$ cat config.mk
export PLATFORM = sky130hd
export DESIGN_NAME = bsaf_queue
export DESIGN_NICKNAME = d
export VERILOG_FILES = /design/src/rtl/bsaf_pkg.sv /design/src/rtl/bsaf_queue.sv
export SDC_FILE = /design/constraint.sdc
export NUM_CORES = 1
export LEC_CHECK = 0
export BUFFER_PORTS_ARGS = -buffer_cell sky130_fd_sc_hd__buf_4
export CAP_MARGIN = 20
export CORE_ASPECT_RATIO = 1.25
export CORE_MARGIN = 3
export CORE_UTILIZATION = 30
export DETAILED_ROUTE_END_ITERATION = 8
export PLACE_DENSITY = 0.43
export REMOVE_ABC_BUFFERS = 1
export SLEW_MARGIN = 20
export SYNTH_ARGS = -nofsm -noshare
export SYNTH_HDL_FRONTEND = slang
export SYNTH_SLANG_ARGS = --single-unit
$ cat constraint.sdc
create_clock -name clk -period 2.85 [get_ports clk]
set_clock_uncertainty 0.1 [all_clocks]
set_input_delay 0.4275 -clock clk [delete_from_list [all_inputs] [get_ports clk]]
set_output_delay 0.4275 -clock clk [all_outputs]
set_load 0.01 [all_outputs]
$ cat src/rtl/bsaf_pkg.sv
// Shared types, constants and helper functions of the base-7 sequence filter.
// Depends on nothing; every other file of the block refers to it by scoped names.
`default_nettype none

package bsaf_pkg;

	// Field widths
	localparam int CODE_W  = 26;
	localparam int CNT_W   = 26;
	localparam int DIGITS  = 9;
	localparam int DIGIT_W = 3;

	// Stream widths: input tdata holds code, output tdata holds the result record
	localparam int S_TDATA_W = 32;
	localparam int M_TDATA_W = 112;

	// Configuration port
	localparam int CFG_INDEX_W = 1;
	localparam int CFG_DATA_W  = 6;
	localparam logic [CFG_INDEX_W-1:0] CFG_TARGET_SUM         = 1'b0;
	localparam logic [CFG_INDEX_W-1:0] CFG_ORDER_MINUS_LAMBDA = 1'b1;
	localparam logic signed [5:0] TARGET_SUM_RST = 6'sd6;
	localparam logic [4:0]        OML_RST        = 5'd9;

	// Default depth of the queue between front and back
	localparam int QUEUE_DEPTH = 4;

	// Saturation value of the counters
	localparam logic [CNT_W-1:0] CNT_MAX = {CNT_W{1'b1}};

	// Reciprocal for division by 7 of a 26-bit value: (v * M) >> 29 is exact
	localparam logic [26:0] DIV7_MAGIC = 27'd76695845;
	localparam int          DIV7_SHIFT = 29;

	// Reciprocal for division by 6 of an 11-bit value: (u * M) >> 14 is exact
	localparam logic [11:0] DIV6_MAGIC = 12'd2731;
	localparam int          DIV6_SHIFT = 14;

	// Offset that makes the B numerator non-negative; a multiple of 6
	localparam logic signed [11:0] BNUM_OFFSET = 12'sd276;

	// Live configuration
	typedef struct packed {
		logic signed [5:0] target_sum;
		logic [4:0]        order_minus_lambda;
	} cfg_t;

	// Classified candidate travelling from front to back
	typedef struct packed {
		logic [CODE_W-1:0] code;
		logic              last;
		logic              principal;
		logic              prefinal;
		logic              survivor;
	} item_t;

	function automatic logic [CODE_W-1:0] div7(input logic [CODE_W-1:0] v);
		logic [52:0] p;
		p = 53'(v) * 53'(DIV7_MAGIC);
		return CODE_W'(p >> DIV7_SHIFT);
	endfunction

	function automatic logic [CNT_W-1:0] sat_inc(input logic [CNT_W-1:0] c);
		return (c == CNT_MAX) ? CNT_MAX : c + CNT_W'(1);
	endfunction

endpackage

`default_nettype wire

$ cat src/rtl/bsaf_queue.sv
// Short queue of classified candidates between front and back.
// Depends on bsaf_pkg for the entry type.
`default_nettype none

module bsaf_queue #(
	parameter int DEPTH = bsaf_pkg::QUEUE_DEPTH
) (
	input  wire logic            clk,
	input  wire logic            arst_n,
	input  wire logic            push,
	input  wire bsaf_pkg::item_t push_item,
	output logic                 full,
	input  wire logic            pop,
	output bsaf_pkg::item_t      pop_item,
	output logic                 empty
);

	localparam int PTR_W = (DEPTH > 1) ? $clog2(DEPTH) : 1;
	localparam int CNT_W = $clog2(DEPTH + 1);
	localparam logic [PTR_W-1:0] LAST_PTR = PTR_W'(DEPTH - 1);

	bsaf_pkg::item_t   mem_q [DEPTH];
	logic [PTR_W-1:0]  wr_ptr_q;
	logic [PTR_W-1:0]  rd_ptr_q;
	logic [CNT_W-1:0]  count_q;

	assign full     = (count_q == CNT_W'(DEPTH));
	assign empty    = (count_q == '0);
	assign pop_item = mem_q[rd_ptr_q];

	// Storage
	always_ff @(posedge clk) begin
		if (push) begin
			mem_q[wr_ptr_q] <= push_item;
		end
	end

	// Pointers and fill level
	always_ff @(posedge clk or negedge arst_n) begin
		if (!arst_n) begin
			wr_ptr_q <= '0;
			rd_ptr_q <= '0;
			count_q  <= '0;
		end else begin
			if (push) begin
				wr_ptr_q <= (wr_ptr_q == LAST_PTR) ? '0 : wr_ptr_q + PTR_W'(1);
			end
			if (pop) begin
				rd_ptr_q <= (rd_ptr_q == LAST_PTR) ? '0 : rd_ptr_q + PTR_W'(1);
			end
			unique case ({push, pop})
				2'b10:   count_q <= count_q + CNT_W'(1);
				2'b01:   count_q <= count_q - CNT_W'(1);
				default: count_q <= count_q;
			endcase
		end
	end

endmodule

`default_nettype wire

==> flow_summary.json <==
{
  "synth-seq-cells": 127,
  "slew_viol_final": 0,
  "diodes": 0,
  "start_util": 0.306,
  "hold_class": "in -> reg",
  "path_max_fanout": 15,
  "cts_resized": 0,
  "nNetsFinal": 323,
  "cts_hold_buf": 1,
  "synthFlopType": "edfxtp_1",
  "die_height_um": 147,
  "rsz0062_at_grt": "no",
  "post_drt_wl_per_cell_um": 17.8,
  "drive_above_1_share": 0.447,
  "fillCellCount": 1424,
  "clockRootBuffer": "clkbuf_16",
  "async_reset_ff_frac": 0.0551,
  "wl_mm": 9.03,
  "synth_cell_types": 21,
  "yosysWarnings": 0,
  "seq_area_um2": 3780,
  "power.density_nw_per_um2": 1040,
  "endpoint_kind": "primary output",
  "power_mw": 6.42,
  "gr-total-overflow": 0,
  "multi_input_area_um2": 906,
  "syn2layout_area_growth_pct": 28.8,
  "cts.sinks": 127,
  "cts_max_path_buffers": 2,
  "cts_tree": "yes",
  "leakagePower_nw": 2.17,
  "critPathRequiredTime_ns": 2.32,
  "antenna_found_initial": 0,
  "worstSkewPairLatency_ns": 0.40,
  "grt_max_degree": 23,
  "path_class": "reg -> out",
  "die_area_um2": 17500,
  "worst_pin_slew_ns": 0.508,
  "crit_arrival_ns": 2.04,
  "slew_headroom": 0.661,
  "min_period_ns": 2.57,
  "syn_avg_cell_area_um2": 24.6,
  "min_period_over_period": 0.902,
  "postSynthCellCount": 195,
  "fmax_mhz": 389,
  "gp_congestion": 0.655,
  "drt_first_pass_iters": 4,
  "final-setup-viol-count": 0,
  "ir_worst_vdd_mv": 0.443,
  "ys_seq_area_frac": 0.789,
  "drt_iter0_drc": 87,
  "cts_setup_buffers": 0,
  "worstSetupStartpointType": "flip-flop",
  "synth_enable_flop_cells": 120,
  "status": "finished, final reports clean",
  "cts_buffers": 17,
  "drc_errors": 0,
  "post_drt_via_cell_ratio": 4.31,
  "h-tree-depth": 4,
  "cts.reportedPaths.clkPinSlew_ns": 0.05,
  "grt.total_usage": 0.111,
  "vias": 2185,
  "boundaryPins": 66,
  "syn-cell-area_um2": 4790,
  "preCtsSetupSlack_ns": 0.658,
  "tns_ns": 0,
  "timing.final.ws_setup_ns": 0.279,
  "ant_nets": 0,
  "fin_util": 0.394,
  "grt_pass1_wl_mm": 14.1,
  "core_area_um2": 15600,
  "rows": 51,
  "hold_violations": 0,
  "maxCapViolCount": 0,
  "grt_pass1_vias": 2443,
  "hpwl_mm": 5.74,
  "portBuffers": 65,
  "die_x_um": 119
}
[synthesized netlist by cell type, types with 3 or more instances]
cell type | n | area, µm²
and2_1 | 4 | 25.0
buf_12 | 3 | 60.1
buf_2 | 3 | 15.0
dfrtp_1 | 7 | 175
mux4_2 | 28 | 631
edfxtp_1 | 120 | 3600
inv_1 | 6 | 22.5
ha_1 | 6 | 75.1
[area by class of cell]
| type | count | share of cell area |
|---|---|---|
| timing repair buffer | 75 | 0.102 |
| clock buffer | 22 | 0.0720 |
| multi-input combinational | 55 | 0.147 |
| sequential | 127 | 0.613 |
| tap | 212 | 0.0430 |
| clock inverter | 10 | 0.0193 |
| inverter | 6 | 0.00365 |
[kinds of logic (layout without fill, tap and decap cells)]
| family | Yosys count | after routing | synth area share |
|---|---|---|---|
| DFF | 127 | 127 | 0.789 |
| and+or+nand+nor | 10 | 10 | 0.0112 |
| muxes | 33 | 33 | 0.149 |
| buffers and inverters | 13 | 113 | 0.0227 |
| xor gates and xnor gates | 3 | 3 | 0.00549 |
| adders and majority gates | 7 | 7 | 0.0199 |
| AOI/OAI and AO/OA | 2 | 2 | 0.00209 |
[worst max-delay path, stage by stage, from the launching register on]
cell and delay [ns]:
dfrtp_2 0.67, buf_4 0.25, mux4_1 0.55, buf_4 0.16
[path summary, 6_finish.rpt]
path | slack, ns | cells past startpoint | to | start
max | 0.28 | 3 | pop_item[29] | rd_ptr_q[0]
min | 0.12 | 1 | mem_q[3][16] | push_item[16]
max reg2reg | 1.06 | 4 | mem_q[1][9] | wr_ptr_q[1]
min reg2reg | 0.40 | 1 | count_q[2] | count_q[2]
max in group asynchronous | 2.24 | 2 | rd_ptr_q[1] | arst_n
min in group asynchronous | 0.27 | 2 | wr_ptr_q[1] | arst_n
[sequential cells by signal, summed over array words and instances (netlist names)]
| register | cells |
|---|---|
| count_q | 3 |
| mem_q | 120 |
| rd_ptr_q | 2 |
| wr_ptr_q | 2 |
[layer usage]
layer  vias up  routed length (µm)  share of wire  track usage
met3        10                 501          0.055       0.0466
met5         -                   0              0            0
met1      1138                3900           0.43        0.132
li1        986                   -              -            -
met4         0                 132          0.015       0.0522
met2        51                4500           0.50        0.175
[stage by stage]
step	std cells	hold slack (ns)	instance area [µm²]
after floorplan	188	0.0319	4700
after global placement	474	0.149	5590
after detailed placement	474	0.148	5590
after CTS	507	0.0981	6170
after global routing	507	0.104	6170
final	507	0.123	6170
[power breakdown]
| group | internal, mW | switching [mW] | leakage (nW) |
|---|---|---|---|
| sequential | 2.41 | 0.184 | 1.18 |
| combinational | 0.973 | 0.798 | 0.717 |
| clock | 1.35 | 0.701 | 0.273 |
| total | 4.73 | 1.68 | 2.17 |
[cell usage in the layout, fill, tap and decap left out]
| cell type | instances |
|---|---|
| edfxtp_1 | 120 |
| mux4_2 | 28 |
| buf_12 | 5 |
| and2_2 | 4 |
| nand2_1 | 1 |
| ha_1 | 6 |
| bufinv_16 | 3 |
| or3_1 | 1 |
| o21ai_0 | 2 |
| clkbuf_1 | 5 |
| nor2_1 | 2 |
| xnor2_1 | 1 |
| and3_1 | 1 |
| inv_1 | 6 |
| clkinv_2 | 2 |
| dfrtp_1 | 5 |
| clkbuf_16 | 17 |
| mux2_2 | 2 |
| dlygate4sd3_1 | 1 |
| buf_4 | 69 |
| mux2i_1 | 1 |
| xor2_1 | 2 |
| mux4_1 | 2 |
| nor3_1 | 1 |
| dfrtp_2 | 2 |
| fa_1 | 1 |
| clkinv_1 | 5 |
Note: power is estimated with default switching activity, not from simulation.
