**config.mk**
```make
export PLATFORM = sky130hd
export DESIGN_NAME = bsaf_back
export DESIGN_NICKNAME = d
export VERILOG_FILES = /design/src/rtl/bsaf_pkg.sv /design/src/rtl/bsaf_back.sv
export SDC_FILE = /design/constraint.sdc
export NUM_CORES = 1
export LEC_CHECK = 0
export ABC_AREA = 1
export BUFFER_PORTS_ARGS = -buffer_cell sky130_fd_sc_hd__buf_2
export CORE_MARGIN = 2
export CORE_UTILIZATION = 46
export CTS_BUF_LIST = sky130_fd_sc_hd__clkbuf_4
export DETAILED_ROUTE_END_ITERATION = 8
export GPL_ROUTABILITY_DRIVEN = 0
export HOLD_SLACK_MARGIN = 0.05
export PLACE_DENSITY = 0.69
export SYNTH_ARGS = -nofsm -noshare
export SYNTH_HDL_FRONTEND = slang
export SYNTH_SLANG_ARGS = --single-unit
```
**constraint.sdc**
```tcl
create_clock -name clk -period 3.8 [get_ports clk]
set_input_delay 0.19 -clock clk [delete_from_list [all_inputs] [get_ports clk]]
set_output_delay 0.19 -clock clk [all_outputs]
set_load 0.02 [all_outputs]
```
**src/rtl/bsaf_pkg.sv**
```systemverilog
// Shared types, constants and helper functions of the base-7 sequence filter.
// Depends on nothing; every other file of the block refers to it by scoped names.
`default_nettype none

package bsaf_pkg;

	// Field widths
	localparam int CODE_W  = 26;
	localparam int CNT_W   = 26;
	localparam int DIGITS  = 9;
	localparam int DIGIT_W = 3;

	// Stream widths: input tdata holds code, output tdata holds the result record
	localparam int S_TDATA_W = 32;
	localparam int M_TDATA_W = 112;

	// Configuration port
	localparam int CFG_INDEX_W = 1;
	localparam int CFG_DATA_W  = 6;
	localparam logic [CFG_INDEX_W-1:0] CFG_TARGET_SUM         = 1'b0;
	localparam logic [CFG_INDEX_W-1:0] CFG_ORDER_MINUS_LAMBDA = 1'b1;
	localparam logic signed [5:0] TARGET_SUM_RST = 6'sd6;
	localparam logic [4:0]        OML_RST        = 5'd9;

	// Default depth of the queue between front and back
	localparam int QUEUE_DEPTH = 4;

	// Saturation value of the counters
	localparam logic [CNT_W-1:0] CNT_MAX = {CNT_W{1'b1}};

	// Reciprocal for division by 7 of a 26-bit value: (v * M) >> 29 is exact
	localparam logic [26:0] DIV7_MAGIC = 27'd76695845;
	localparam int          DIV7_SHIFT = 29;

	// Reciprocal for division by 6 of an 11-bit value: (u * M) >> 14 is exact
	localparam logic [11:0] DIV6_MAGIC = 12'd2731;
	localparam int          DIV6_SHIFT = 14;

	// Offset that makes the B numerator non-negative; a multiple of 6
	localparam logic signed [11:0] BNUM_OFFSET = 12'sd276;

	// Live configuration
	typedef struct packed {
		logic signed [5:0] target_sum;
		logic [4:0]        order_minus_lambda;
	} cfg_t;

	// Classified candidate travelling from front to back
	typedef struct packed {
		logic [CODE_W-1:0] code;
		logic              last;
		logic              principal;
		logic              prefinal;
		logic              survivor;
	} item_t;

	function automatic logic [CODE_W-1:0] div7(input logic [CODE_W-1:0] v);
		logic [52:0] p;
		p = 53'(v) * 53'(DIV7_MAGIC);
		return CODE_W'(p >> DIV7_SHIFT);
	endfunction

	function automatic logic [CNT_W-1:0] sat_inc(input logic [CNT_W-1:0] c);
		return (c == CNT_MAX) ? CNT_MAX : c + CNT_W'(1);
	endfunction

endpackage

`default_nettype wire

```
**src/rtl/bsaf_back.sv**
```systemverilog
// Back part: class counters, first survivor, and the result register.
// Depends on bsaf_pkg; drains bsaf_queue.
`default_nettype none

module bsaf_back (
	input  wire logic                              clk,
	input  wire logic                              arst_n,
	input  wire logic                              q_empty,
	input  wire bsaf_pkg::item_t                   q_item,
	output logic                                   q_pop,
	output logic                                   m_tvalid,
	input  wire logic                              m_tready,
	output logic [bsaf_pkg::M_TDATA_W-1:0]         m_tdata
);

	localparam int CNT_W  = bsaf_pkg::CNT_W;
	localparam int CODE_W = bsaf_pkg::CODE_W;
	localparam int PAD_W  = bsaf_pkg::M_TDATA_W - 4 * CNT_W - 1;

	logic [CNT_W-1:0]  principal_q;
	logic [CNT_W-1:0]  prefinal_q;
	logic [CNT_W-1:0]  survivor_q;
	logic [CODE_W-1:0] first_q;

	logic [CNT_W-1:0]  principal_nx;
	logic [CNT_W-1:0]  prefinal_nx;
	logic [CNT_W-1:0]  survivor_nx;
	logic [CODE_W-1:0] first_nx;

	logic [CNT_W-1:0]  out_principal_q;
	logic [CNT_W-1:0]  out_prefinal_q;
	logic [CNT_W-1:0]  out_survivor_q;
	logic [CODE_W-1:0] out_first_q;
	logic              out_any_q;
	logic              out_vld_q;

	// Only a closing transaction needs the result register free or draining
	assign q_pop = !q_empty && (!q_item.last || !out_vld_q || m_tready);

	// Counter updates for the popped candidate
	always_comb begin
		principal_nx = q_item.principal ? bsaf_pkg::sat_inc(principal_q) : principal_q;
		prefinal_nx  = q_item.prefinal  ? bsaf_pkg::sat_inc(prefinal_q)  : prefinal_q;
		survivor_nx  = q_item.survivor  ? bsaf_pkg::sat_inc(survivor_q)  : survivor_q;
		first_nx     = (q_item.survivor && survivor_q == '0) ? q_item.code : first_q;
	end

	always_ff @(posedge clk or negedge arst_n) begin
		if (!arst_n) begin
			principal_q <= '0;
			prefinal_q  <= '0;
			survivor_q  <= '0;
			first_q     <= '0;
			out_vld_q   <= 1'b0;
		end else begin
			if (q_pop) begin
				if (q_item.last) begin
					principal_q <= '0;
					prefinal_q  <= '0;
					survivor_q  <= '0;
					first_q     <= '0;
				end else begin
					principal_q <= principal_nx;
					prefinal_q  <= prefinal_nx;
					survivor_q  <= survivor_nx;
					first_q     <= first_nx;
				end
			end
			priority if (q_pop && q_item.last) begin
				out_vld_q <= 1'b1;
			end else if (m_tready) begin
				out_vld_q <= 1'b0;
			end else begin
				out_vld_q <= out_vld_q;
			end
		end
	end

	// Result record for the end of a scan
	always_ff @(posedge clk) begin
		if (q_pop && q_item.last) begin
			out_principal_q <= principal_nx;
			out_prefinal_q  <= prefinal_nx;
			out_survivor_q  <= survivor_nx;
			out_first_q     <= first_nx;
			out_any_q       <= (survivor_nx != '0);
		end
	end

	assign m_tvalid = out_vld_q;
	assign m_tdata  = {PAD_W'(0), out_any_q, out_first_q, out_survivor_q,
	                   out_prefinal_q, out_principal_q};

endmodule

`default_nettype wire

```
==> reports/results.ini <==
[logic_synthesis]
synth_top_area_share_pct = 31.13
yosysSeqAreaShare_pct = 57.07
post_synth_most_frequent_cells = 321 x nand2_1, 117 x inv_1, 105 x dfrtp_1, 105 x edfxtp_1, 96 x nand3_1
dominantRegCellSynth = edfxtp_1
synth_edf_count = 105
ys_ff_latch = 210
yosysUniqueCellTypes = 37
yosysTopAreaCell = edfxtp_1
yosys_warnings = 0
ys_top_cells_by_area = edfxtp_1 31%, dfrtp_1 26%, nand2_1 12%, nand3_1 4.7%, inv_1 4.3%
netlist_area_um2 = 10130
synthArstFlopShare_pct = 50.00
yosysMostFrequentCell = nand2_1
syn_avg_cell_area_um2 = 9.093
syn_inst = 1114

[route]
drc = 0
vias = 8497
wirelength_um = 25210
viasPerCell = 5.168
drt-pass1-iter-count = 6
drtIter0Drc = 577
final_antenna_net_count = 0
wire_per_inst_um = 15.33

[die]
core_region_area_um2 = 21690
initial_core_util_pct = 46.71
dieWidth_um = 152.4
num_rows = 54
die_area_um2 = 23220
ios = 148
die_h_um = 152.4

[worst_setup_path]
cp.required_ns = 3.61
r2r-start = principal_q[1]
crit_chain = a31oi_4, buf_4, buf_2
cp_max_fo = 67
reg2reg_slack_ns = 1.35
crit_path_end_kind = primary output
path_buf_inv = 2
slowest_stage = buf_4
path_class = flop to primary output
slowest_delay_ns = 0.64
cp_top_family = buffers and inverters
cp.arrival_ns = 2.27
ff2ff_path_depth = 11
cp-start-kind = flop
timing.rr.end = principal_q[15]

[cts]
clockBufferDepth = 3
numCtsBuffers = 55
htree_levels = 2
cts_tree = yes
cts_sinks = 210
clkTransAtPathRegs_ns = 0.07
cts_root_buf = clkbuf_4
ctsResizeCount = 0
worstSkewPairLatency_ns = 0.68

[hold_path]
holdCritPathClass = primary input to flop
min_from = q_item[3]
hold_path_end = survivor_q[13]
whs_path_depth = 4

[status]
outcome = complete, no violations

[power_and_ir_drop]
leakage_nw = 5.672
vdd_drop_max_mv = 0.1903
p_per_area_nw_per_um2 = 430.9

[layout]
stdcell_count = 1644
drive_above_1_share_pct = 20.76
area_growth_pct = 20.48
nNetsFinal = 1355

[global_routing]
grt_use_total_pct = 21.95
grt_pass1_vias = 8454
antenna_found_initial = 1
grt_pass1_wl_um = 41930
grt_overflow = 0
grt_max_degree = 87

[sta]
finalMaxSlewViolations = 0
setup_tns_ns = 0
fin_crit_sh_pct = 64.85
fmax_mhz = 405.8
hold_viol = 0
tightest_slew_ns = 1.029
relSlewSlack_pct = 31.42
finalSetupViolCount = 0
rsz0062_at_grt = false
skew_ns = 0.03579
timing.final.crit_period_ns = 2.464

[place]
portBuffers = 140
place_hpwl_um = 16190
placed_cells = 1506

[flow_run]
max_cap_viol_count = 0

## report_power, final
part           leakage [nW]  total [mW]  switching [mW]  internal, mW
clock                 0.470        2.18           0.943          1.24
sequential             2.46        2.56          0.0486          2.51
combinational          2.74       0.515           0.348         0.167
## kinds of logic (layout without fill, tap and decap cells)
family          Yosys count  in the layout  synth area share, %
simple gates            580            580                25.52
buf+inv                 168            411                7.077
compound gates          126            126                7.646
fa+ha+maj                 4              4               0.4941
other cells               1              8              0.03702
flops                   210            210                57.07
xor+xnor                 25             25                2.162
## placed cells by master (no fill, tap or decap), types with 6 or more instances in the layout
| master | count |
|---|---|
| nor2_1 | 76 |
| o22ai_1 | 14 |
| nand4_1 | 31 |
| dfrtp_1 | 105 |
| buf_2 | 139 |
| clkbuf_4 | 94 |
| edfxtp_1 | 105 |
| conb_1 | 7 |
| a22o_1 | 30 |
| buf_4 | 9 |
| clkinv_1 | 9 |
| nand3_2 | 6 |
| o21ai_1 | 6 |
| xor2_1 | 25 |
| inv_1 | 116 |
| nand2_1 | 321 |
| o21ai_0 | 70 |
| dlygate4sd3_1 | 33 |
| nand3_1 | 96 |
| nor3_1 | 22 |
## flip-flops by register name (all words and copies together), names as in the netlist
| register | flops |
|---|---|
| out_survivor_q | 26 |
| out_principal_q | 26 |
| out_first_q | 26 |
| prefinal_q | 26 |
| out_any_q | 1 |
| first_q | 26 |
| out_prefinal_q | 26 |
| survivor_q | 26 |
| principal_q | 26 |
| m_tvalid | 1 |
## how the worst max path moves through the flow
stage / from / depth (start not counted) / slack [ns] / end
after floorplan: m_tvalid / 5 / 0.73 / out_any_q
after global placement: principal_q[0] / 11 / 1.45 / principal_q[23]
after detailed placement: principal_q[1] / 11 / 1.33 / principal_q[15]
after CTS: m_tvalid / 3 / 1.29 / q_pop
after global routing: principal_q[1] / 11 / 1.07 / principal_q[15]
final: m_tvalid / 3 / 1.34 / q_pop
## per-layer routing
layer  part of all wire [%]  up-vias  track usage (%)
met5                      0        -                0
met4                    3.0        0            9.034
met3                    5.9       62            4.380
met2                     47      252            36.08
met1                     44     4031            28.62
li1                       -     4152                -
## area by class of cell
| cell class | instances | area, um^2 |
|---|---|---|
| well taps | 280 | 350.3 |
| repair buffers | 183 | 1134 |
| clock buffers | 94 | 705.7 |
| inverters | 125 | 473.0 |
| clock inverters | 9 | 90.09 |
| fillers | 2004 | 9484 |
| flip-flops and latches | 210 | 5781 |
| multi-input cells | 742 | 3669 |
| diodes | 1 | 2.502 |
## per-stage QoR
stage,worst slack (ns),cell area (um^2),util [%],total power [mW],hold WS [ns]
2_1_floorplan,0.7258,10160,-,2.923,-0.1056
3_3_place_gp,1.453,11060,50.98,3.085,0.1846
3_5_place_dp,1.331,11060,50.98,3.094,0.1832
4_1_cts,1.286,12200,56.26,5.327,0.2083
5_1_grt,1.073,12200,56.27,5.496,0.2743
6_report,1.336,12200,56.27,5.258,0.2598
## worst register-to-register path: stages (launching register included)
cell and delay [ns]:
dfrtp_1 0.41, ha_1 0.21, nand3_1 0.14, nor3_4 0.21
nand2_2 0.10, inv_2 0.10, nand2_2 0.08, nor2_4 0.10
nand2_1 0.51, nand3_1 0.33, nand2_1 0.07, o21ai_1 0.10
## what timing repair did
item	CTS	global route
endpoints found under the setup margin	0	0
endpoints found under the hold margin	179	0
hold buffers	34	0
buffers inserted	0	0
No activity file was read; power rests on OpenSTA's default activity.
